--- config.mk ---
export PLATFORM = sky130hd
export DESIGN_NAME = ring_buffer_deque
export DESIGN_NICKNAME = d
export VERILOG_FILES = /design/src/rbd_pkg.sv /design/src/rbd_ram.sv /design/src/rbd_ctrl.sv /design/src/ring_buffer_deque.sv
export SDC_FILE = /design/constraint.sdc
export NUM_CORES = 1
export LEC_CHECK = 0
export BUFFER_PORTS_ARGS = -buffer_cell sky130_fd_sc_hd__buf_2
export CAP_MARGIN = 30
export CORE_ASPECT_RATIO = 0.8
export CORE_UTILIZATION = 40
export CTS_CLUSTER_DIAMETER = 120
export DETAILED_ROUTE_END_ITERATION = 10
export GPL_TIMING_DRIVEN = 0
export MAX_ROUTING_LAYER = met4
export PLACE_DENSITY = 0.62
export SLEW_MARGIN = 30
export SYNTH_ARGS = -nofsm -noshare
export SYNTH_HDL_FRONTEND = slang
export SYNTH_SLANG_ARGS = --single-unit
--- constraint.sdc ---
create_clock -name clk_i -period 7.5 [get_ports clk_i]
set_clock_uncertainty 0.05 [all_clocks]
set_input_delay 0.75 -clock clk_i [delete_from_list [all_inputs] [get_ports clk_i]]
set_output_delay 0.75 -clock clk_i [all_outputs]
set_load 0.005 [all_outputs]
--- src/rbd_pkg.sv ---
package rbd_pkg;

  // Default sizes of the queue storage.
  localparam int DepthDef     = 16;
  localparam int DataWidthDef = 32;

  // Fixed field widths on the stream ports.
  localparam int FuncW   = 3;
  localparam int ValueW  = 32;
  localparam int IndexW  = 5;
  localparam int DataW   = 32;
  localparam int StatusW = 2;
  localparam int CountW  = 5;

  // Input word: value in the low bits, then index, padded to whole bytes.
  localparam int InDataW  = 40;
  // Output word: data, status, count, padded to whole bytes.
  localparam int OutDataW = 40;

  typedef enum logic [FuncW-1:0] {
    FN_PUSH_FRONT = 3'd0,
    FN_PUSH_BACK  = 3'd1,
    FN_POP_FRONT  = 3'd2,
    FN_POP_BACK   = 3'd3,
    FN_READ       = 3'd4,
    FN_CLEAR      = 3'd5
  } func_e;

  typedef enum logic [StatusW-1:0] {
    ST_OK    = 2'd0,
    ST_EMPTY = 2'd1,
    ST_FULL  = 2'd2,
    ST_RANGE = 2'd3
  } status_e;

  // Result of one operation, carried alongside the memory read.
  typedef struct packed {
    logic              rd;
    status_e           status;
    logic [CountW-1:0] count;
  } rbd_res_t;

endpackage

--- src/rbd_ram.sv ---
module rbd_ram
  import rbd_pkg::*;
#(
  parameter int Width = DataWidthDef,
  parameter int Depth = DepthDef
) (
  input  logic                     clk_i,
  input  logic                     we_i,
  input  logic                     re_i,
  input  logic [$clog2(Depth)-1:0] addr_i,
  input  logic [Width-1:0]         wdata_i,
  output logic [Width-1:0]         rdata_o
);

  logic [Width-1:0] mem_q [Depth];
  logic [Width-1:0] rdata_q;

  // Single port: one write, one registered read, or both per cycle.
  always_ff @(posedge clk_i) begin
    if (we_i) begin
      mem_q[addr_i] <= wdata_i;
    end
    if (re_i) begin
      rdata_q <= mem_q[addr_i];
    end
  end

  assign rdata_o = rdata_q;

endmodule

--- src/rbd_ctrl.sv ---
module rbd_ctrl
  import rbd_pkg::*;
#(
  parameter int Depth     = DepthDef,
  parameter int DataWidth = DataWidthDef
) (
  input  logic                     clk_i,
  input  logic                     rst_ni,
  input  logic                     en_i,
  input  logic [FuncW-1:0]         func_i,
  input  logic [ValueW-1:0]        value_i,
  input  logic signed [IndexW-1:0] index_i,
  output logic                     ram_we_o,
  output logic                     ram_re_o,
  output logic [$clog2(Depth)-1:0] ram_addr_o,
  output logic [DataWidth-1:0]     ram_wdata_o,
  output rbd_res_t                 res_o
);

  localparam int AddrW = $clog2(Depth);
  localparam int OccW  = $clog2(Depth + 1);
  localparam int PosW  = ((OccW > IndexW) ? OccW : IndexW) + 1;

  logic [AddrW-1:0] head_q, head_d, tail_q, tail_d;
  logic [OccW-1:0]  occ_q, occ_d;

  logic [AddrW-1:0]       head_dec, tail_inc, tail_dec, head_inc;
  logic                   full, empty;
  logic signed [PosW-1:0] idx_ext, occ_ext, pos;
  logic                   pos_bad;
  logic [AddrW:0]         rd_sum, rd_wrap;
  status_e                status;
  logic                   rd;

  // Pointer steps with wrap at the configured depth.
  assign head_dec = (head_q == '0) ? AddrW'(Depth - 1) : head_q - 1'b1;
  assign head_inc = (head_q == AddrW'(Depth - 1)) ? '0 : head_q + 1'b1;
  assign tail_dec = (tail_q == '0) ? AddrW'(Depth - 1) : tail_q - 1'b1;
  assign tail_inc = (tail_q == AddrW'(Depth - 1)) ? '0 : tail_q + 1'b1;

  assign full  = (occ_q == OccW'(Depth));
  assign empty = (occ_q == '0);

  // Indexed read position: a negative index counts back from the end.
  assign idx_ext = PosW'(index_i);
  assign occ_ext = signed'(PosW'(occ_q));
  assign pos     = (idx_ext < 0) ? idx_ext + occ_ext : idx_ext;
  assign pos_bad = (pos < 0) || (pos >= occ_ext);
  assign rd_sum  = {1'b0, head_q} + pos[AddrW:0];
  assign rd_wrap = (rd_sum >= (AddrW + 1)'(Depth)) ? rd_sum - (AddrW + 1)'(Depth) : rd_sum;

  // Operation decode: next pointers, memory request and status.
  always_comb begin
    head_d      = head_q;
    tail_d      = tail_q;
    occ_d       = occ_q;
    ram_we_o    = 1'b0;
    ram_re_o    = 1'b0;
    ram_addr_o  = head_q;
    ram_wdata_o = DataWidth'(value_i);
    status      = ST_OK;
    rd          = 1'b0;
    unique case (func_i)
      FN_PUSH_FRONT: begin
        if (full) begin
          status = ST_FULL;
        end else begin
          head_d     = head_dec;
          ram_addr_o = head_dec;
          ram_we_o   = en_i;
          occ_d      = occ_q + 1'b1;
        end
      end
      FN_PUSH_BACK: begin
        if (full) begin
          status = ST_FULL;
        end else begin
          ram_addr_o = tail_q;
          tail_d     = tail_inc;
          ram_we_o   = en_i;
          occ_d      = occ_q + 1'b1;
        end
      end
      FN_POP_FRONT: begin
        if (empty) begin
          status = ST_EMPTY;
        end else begin
          ram_addr_o = head_q;
          head_d     = head_inc;
          ram_re_o   = en_i;
          rd         = 1'b1;
          occ_d      = occ_q - 1'b1;
        end
      end
      FN_POP_BACK: begin
        if (empty) begin
          status = ST_EMPTY;
        end else begin
          tail_d     = tail_dec;
          ram_addr_o = tail_dec;
          ram_re_o   = en_i;
          rd         = 1'b1;
          occ_d      = occ_q - 1'b1;
        end
      end
      FN_READ: begin
        if (pos_bad) begin
          status = ST_RANGE;
        end else begin
          ram_addr_o = rd_wrap[AddrW-1:0];
          ram_re_o   = en_i;
          rd         = 1'b1;
        end
      end
      FN_CLEAR: begin
        head_d = '0;
        tail_d = '0;
        occ_d  = '0;
      end
      default: begin
      end
    endcase
  end

  assign res_o.rd     = rd;
  assign res_o.status = status;
  assign res_o.count  = CountW'(occ_d);

  // Pointer and occupancy registers advance on each accepted word.
  always_ff @(posedge clk_i or negedge rst_ni) begin
    if (!rst_ni) begin
      head_q <= '0;
      tail_q <= '0;
      occ_q  <= '0;
    end else if (en_i) begin
      head_q <= head_d;
      tail_q <= tail_d;
      occ_q  <= occ_d;
    end
  end

endmodule

--- src/ring_buffer_deque.sv ---
// Channel   Direction  Word contents
// s_axis    in         tuser: func; tdata: value, index
// m_axis    out        tdata: data, status, count
//
// Each operation: the pointers update and the storage RAM is written or read in
// the accept cycle; the result waits in the pending stage, and the registered RAM
// read data joins it in the result register when the pending stage moves on.
// With m_axis_tready high, one word is accepted every cycle.
// Reset clears head, tail and occupancy; the storage RAM is not cleared.
// A stalled result holds the pending stage; input is refused while that stage is full.
module ring_buffer_deque
  import rbd_pkg::*;
#(
  parameter int DEPTH      = DepthDef,
  parameter int DATA_WIDTH = DataWidthDef
) (
  input  logic                clk_i,
  input  logic                rst_ni,
  input  logic                s_axis_tvalid,
  output logic                s_axis_tready,
  input  logic [InDataW-1:0]  s_axis_tdata,  // value[31:0], index[36:32], zero pad
  input  logic [FuncW-1:0]    s_axis_tuser,  // func[2:0]
  output logic                m_axis_tvalid,
  input  logic                m_axis_tready,
  output logic [OutDataW-1:0] m_axis_tdata   // data[31:0], status[33:32], count[38:34]
);

  localparam int AddrW = $clog2(DEPTH);

  logic                  accept, pend_move;
  logic                  ram_we, ram_re;
  logic [AddrW-1:0]      ram_addr;
  logic [DATA_WIDTH-1:0] ram_wdata, ram_rdata;
  rbd_res_t              res;

  logic                  pend_q, pend_d;
  rbd_res_t              pend_res_q;
  logic                  out_valid_q, out_valid_d;
  logic [DataW-1:0]      out_data_q;
  rbd_res_t              out_res_q;

  // Input handshake: the pending stage must be free or moving on.
  assign pend_move     = pend_q && (!out_valid_q || m_axis_tready);
  assign s_axis_tready = !pend_q || pend_move;
  assign accept        = s_axis_tvalid && s_axis_tready;

  rbd_ctrl #(
    .Depth    (DEPTH),
    .DataWidth(DATA_WIDTH)
  ) u_ctrl (
    .clk_i      (clk_i),
    .rst_ni     (rst_ni),
    .en_i       (accept),
    .func_i     (s_axis_tuser),
    .value_i    (s_axis_tdata[ValueW-1:0]),
    .index_i    (signed'(s_axis_tdata[ValueW+IndexW-1:ValueW])),
    .ram_we_o   (ram_we),
    .ram_re_o   (ram_re),
    .ram_addr_o (ram_addr),
    .ram_wdata_o(ram_wdata),
    .res_o      (res)
  );

  rbd_ram #(
    .Width(DATA_WIDTH),
    .Depth(DEPTH)
  ) u_ram (
    .clk_i  (clk_i),
    .we_i   (ram_we),
    .re_i   (ram_re),
    .addr_i (ram_addr),
    .wdata_i(ram_wdata),
    .rdata_o(ram_rdata)
  );

  // Valid flags of the pending and output stages.
  always_comb begin
    pend_d = pend_q;
    if (accept) begin
      pend_d = 1'b1;
    end else if (pend_move) begin
      pend_d = 1'b0;
    end
    out_valid_d = out_valid_q;
    if (pend_move) begin
      out_valid_d = 1'b1;
    end else if (m_axis_tready) begin
      out_valid_d = 1'b0;
    end
  end

  always_ff @(posedge clk_i or negedge rst_ni) begin
    if (!rst_ni) begin
      pend_q      <= 1'b0;
      out_valid_q <= 1'b0;
    end else begin
      pend_q      <= pend_d;
      out_valid_q <= out_valid_d;
    end
  end

  // Payload registers; the RAM read data joins the result here.
  always_ff @(posedge clk_i) begin
    if (accept) begin
      pend_res_q <= res;
    end
    if (pend_move) begin
      out_res_q  <= pend_res_q;
      out_data_q <= pend_res_q.rd ? DataW'(ram_rdata) : '0;
    end
  end

  assign m_axis_tvalid = out_valid_q;
  assign m_axis_tdata  = {1'b0, out_res_q.count, out_res_q.status, out_data_q};

  // A word accepted always occupies the pending stage next cycle.
  assert property (@(posedge clk_i) disable iff (!rst_ni)
    accept |=> pend_q)
    else $error("accepted word did not reach the pending stage");

  // The single-port RAM is never asked to read and write at once.
  assert property (@(posedge clk_i) disable iff (!rst_ni)
    !(ram_we && ram_re))
    else $error("RAM read and write in the same cycle");

  // A full status comes only with a full queue.
  assert property (@(posedge clk_i) disable iff (!rst_ni)
    (m_axis_tvalid && (out_res_q.status == ST_FULL))
      |-> (out_res_q.count == CountW'(DEPTH)))
    else $error("full status with a queue that is not full");

  // An empty status comes only with an empty queue and no data.
  assert property (@(posedge clk_i) disable iff (!rst_ni)
    (m_axis_tvalid && (out_res_q.status == ST_EMPTY))
      |-> ((out_res_q.count == '0) && (out_data_q == '0)))
    else $error("empty status with elements held or data returned");

endmodule

==> impl_metrics.json <==
{
  "status": "finished, final reports clean",
  "cpPeakStageDelay_ps": 600,
  "cts_repair_resize_count": 0,
  "totalNegativeSetupSlack_ps": 0,
  "clock.fmax_ghz": 0.161,
  "ys_ff_latch": 606,
  "start_util_pct": 40.5,
  "startpoint_type": "flip-flop",
  "slew_violations": 0,
  "critical_path_required_ps": 7780,
  "ys.flop_type": "sky130_fd_sc_hd__edfxtp_1",
  "synth.yosys.warnings": 0,
  "post_cts.repair.setup_buffers": 0,
  "tritoncts_clock_tree": "done",
  "postSynth.asyncResetShare_pct": 2.48,
  "period_minus_slack_ps": 6210,
  "die_h_um": 228,
  "flow.area_growth_from_synthesis_pct": 16.8,
  "critical_path_class": "flip-flop to flip-flop",
  "grt_util_overall_pct": 19.4,
  "setup.worst_path.end_class": "flip-flop",
  "cp_slowest_cell": "sky130_fd_sc_hd__clkbuf_1",
  "synth.yosys.seq_area_share_pct": 71.2,
  "worstHoldPathType": "primary input to asynchronous set/reset pin",
  "post_drt_wl_per_cell_um": 23.2,
  "footprint_of_the_multi_input_gates_um2": 6820,
  "clock_tree.htree_level_count": 2,
  "vias": 13959,
  "irDropWorstVdd_uv": 254,
  "crit_fanout": 13,
  "cts-buffers-inserted": 58,
  "dpl.hpwl_um": 40700,
  "synth_cell_types": 72,
  "grt_pass1_wl_um": 89700,
  "beginning_of_the_worst_register_to_register_path": "u_ctrl.occ_q[0]",
  "via_count_of_the_first_global_routing_pass": 13956,
  "leakagePower_nw": 11.0,
  "cts-root-to-sink-buffers": 3,
  "syn-num-nets": 1606,
  "drt-pass1-iter-count": 5,
  "dr.first_iter.drc_count": 1129,
  "placement_rows": 82,
  "synth-edff-count": 591,
  "worstPathCellList": "ha_1 > fa_1 > mux2_2 > ha_1 > a2111o_1 > a32oi_1 > o211ai_1 > o21ai_0 > o2bb2a_1 > nor2_1 > clkbuf_1 > inv_1 > nor2_4 > buf_16",
  "drive_gt1_share_pct": 20.5,
  "design.final.nets": 1782,
  "grt_antenna_before_repair": 1,
  "fillers": 5377,
  "cp_data_arrival_time_ps": 6490,
  "global_route_total_overflow": 0,
  "antenna_left": 0,
  "synth.avg_cell_area_um2": 16.5,
  "remaining_drc_errors": 0,
  "number_of_instances_in_the_synthesized_netlist": 1538,
  "clk_latency_ps": 630,
  "final-hold-violation-count": 0,
  "power_density_nw_per_um2": 348,
  "vias_per_cell": 5.36,
  "path_common_cell": "sky130_fd_sc_hd__ha_1",
  "total_clock_sinks": 606,
  "area.sequential_um2": 18100,
  "layout_worst_path_cycle_share_pct": 82.8,
  "final_cell_area_um2": 29700,
  "grt_max_degree": 25,
  "timing.max_slew.rel_slack_pct": 35.9,
  "logic_depth_of_the_worst_register_to_register_path": 14,
  "tightest_slew_ps": 961,
  "die_x_um": 284,
  "die_area_um2": 64600,
  "pin_count": 89,
  "setup.reg_to_reg.worst_slack_ps": 1290,
  "portBuffers": 82,
  "hold_buffers": 0,
  "gpl.final_weighted_congestion": 0.856,
  "setup-violations-final": 0,
  "crit-reg2reg-capture": "u_ram.mem_q[5][15]",
  "core_ar_um2": 62800,
  "setup_repair_after_global_routing_missed_its_margin": "false",
  "timing.max_cap.violations": 0,
  "cts_root_buf": "sky130_fd_sc_hd__clkbuf_16",
  "cts.clk_slew.worst_paths_ps": 60,
  "netlist_area_before_placement_um2": 25400,
  "drt_wl_total_um": 60400,
  "place_area_um2": 27900
}
[cells in the final DEF, fill, tap and decap left out, types with 28 or more instances in the layout]
cell | synthesis | routed
sky130_fd_sc_hd__nand2_1 | 104 | 104
sky130_fd_sc_hd__mux2_4 | 29 | 29
sky130_fd_sc_hd__buf_2 | 17 | 99
sky130_fd_sc_hd__clkbuf_16 | 0 | 59
sky130_fd_sc_hd__o21ai_0 | 44 | 44
sky130_fd_sc_hd__and2_1 | 42 | 41
sky130_fd_sc_hd__mux2i_1 | 249 | 249
sky130_fd_sc_hd__a22oi_1 | 33 | 33
sky130_fd_sc_hd__mux2_2 | 30 | 30
sky130_fd_sc_hd__o211ai_1 | 45 | 45
sky130_fd_sc_hd__o211ai_2 | 28 | 28
sky130_fd_sc_hd__clkbuf_1 | 34 | 43
sky130_fd_sc_hd__edfxtp_1 | 591 | 591
[state kept, by name, indices dropped and copies added, names as in the netlist]
signal / flops
u_ram.mem_q: 512
u_ctrl.tail_q: 4
pend_res_q: 8
out_data_q: 32
m_axis_tdata: 7
u_ram.rdata_o: 32
m_axis_tvalid: 1
u_ctrl.occ_q: 5
u_ctrl.head_q: 4
pend_q: 1
[layout make-up]
cell class              instances  share of cell area, %
diodes                          1                0.00842
repair buffers                116                   4.24
well taps                     840                   3.54
clock inverters                38                  0.927
multi-input cells             822                   23.0
plain buffers                  88                   1.92
clock buffers                  69                   5.13
flip-flops and latches        606                   61.0
inverters                      22                  0.278
[worst max-delay path: cells and delay by family (launching register included)]
family / cells / cell delay, ps
adder cells (fa/ha/maj): 3 / 920
buffers and inverters: 3 / 1190
flip-flops: 1 / 540
AND/OR/NAND/NOR: 2 / 1080
multiplexers: 1 / 320
AO/OA/AOI/OAI: 5 / 1770
[power by group]
group	total [W]	switching (W)	internal (W)	leakage, nW
registers	0.00399	0.0000688	0.00392	5.55
clock network	0.00280	0.00125	0.00155	0.891
logic	0.00353	0.00214	0.00140	4.57
total	0.0103	0.00346	0.00687	11.0
[metal layers]
metal	vias to the layer above	routed length [um]	track usage, %
met3	82	3700	2.97
met2	409	27700	30.3
met1	7120	27800	26.5
li1	6348	-	-
met5	-	0	-
met4	0	1160	5.20
[how the worst max path moves through the flow]
stage | startpoint | to | slack (ps) | depth (start not counted)
finish | u_ctrl.occ_q[0] | u_ram.mem_q[5][15] | 1290 | 14
global route | u_ctrl.occ_q[0] | u_ram.mem_q[7][13] | 970 | 16
CTS | u_ctrl.occ_q[0] | u_ram.mem_q[7][10] | 1280 | 14
detailed placement | s_axis_tdata[35] | u_ram.mem_q[5][11] | 960 | 16
global placement | s_axis_tdata[32] | u_ram.rdata_o[19] | -1710 | 12
floorplan | s_axis_tdata[32] | u_ram.rdata_o[0] | 1540 | 9
[metrics by stage]
stage               total power [W]  hold slack (ps)  instances  util [%]  setup slack, ps
floorplan                   0.00647              350       1538         -             1540
CTS                          0.0104            0.646       2601      47.3             1280
global route                 0.0108             28.6       2601      47.3              974
finish                       0.0103             17.0       2602      47.3             1290
global placement            0.00750              354       2460      42.8            -1710
detailed placement          0.00762              361       2494      44.4              956
[kinds of logic after synthesis]
logic type,synth area share [%]
xor+xnor,0.207
buf+inv,2.56
mux,13.4
simple gates,4.67
other cells,0.0147
compound gates,6.80
fa+ha+maj,1.09
flops,71.2
[cell usage after synthesis, types with 5 or more instances]
| cell type | instances | share of area, % |
|---|---|---|
| sky130_fd_sc_hd__a21oi_1 | 18 | 0.35 |
| sky130_fd_sc_hd__a22oi_1 | 33 | 0.97 |
| sky130_fd_sc_hd__a31oi_1 | 7 | 0.17 |
| sky130_fd_sc_hd__and2_1 | 42 | 1.0 |
| sky130_fd_sc_hd__buf_1 | 5 | 0.074 |
| sky130_fd_sc_hd__buf_2 | 17 | 0.33 |
| sky130_fd_sc_hd__buf_4 | 6 | 0.18 |
| sky130_fd_sc_hd__buf_6 | 26 | 1.2 |
| sky130_fd_sc_hd__clkbuf_1 | 34 | 0.50 |
| sky130_fd_sc_hd__dfrtp_1 | 15 | 1.5 |
| sky130_fd_sc_hd__edfxtp_1 | 591 | 70 |
| sky130_fd_sc_hd__ha_1 | 19 | 0.93 |
| sky130_fd_sc_hd__inv_1 | 21 | 0.31 |
| sky130_fd_sc_hd__mux2_1 | 13 | 0.58 |
| sky130_fd_sc_hd__mux2_2 | 30 | 1.3 |
| sky130_fd_sc_hd__mux2_4 | 29 | 1.7 |
| sky130_fd_sc_hd__mux2i_1 | 249 | 9.8 |
| sky130_fd_sc_hd__nand2_1 | 104 | 1.5 |
| sky130_fd_sc_hd__nand2b_1 | 10 | 0.25 |
| sky130_fd_sc_hd__nand3_1 | 7 | 0.14 |
| sky130_fd_sc_hd__nand3b_1 | 5 | 0.15 |
| sky130_fd_sc_hd__nor2_1 | 40 | 0.59 |
| sky130_fd_sc_hd__nor2b_1 | 6 | 0.15 |
| sky130_fd_sc_hd__nor3_1 | 5 | 0.098 |
| sky130_fd_sc_hd__o211ai_1 | 45 | 1.3 |
| sky130_fd_sc_hd__o211ai_2 | 28 | 1.4 |
| sky130_fd_sc_hd__o21ai_0 | 44 | 0.87 |
| sky130_fd_sc_hd__o21ai_1 | 10 | 0.20 |
| sky130_fd_sc_hd__o31ai_1 | 8 | 0.24 |
No activity file was read; power rests on OpenSTA's default activity.
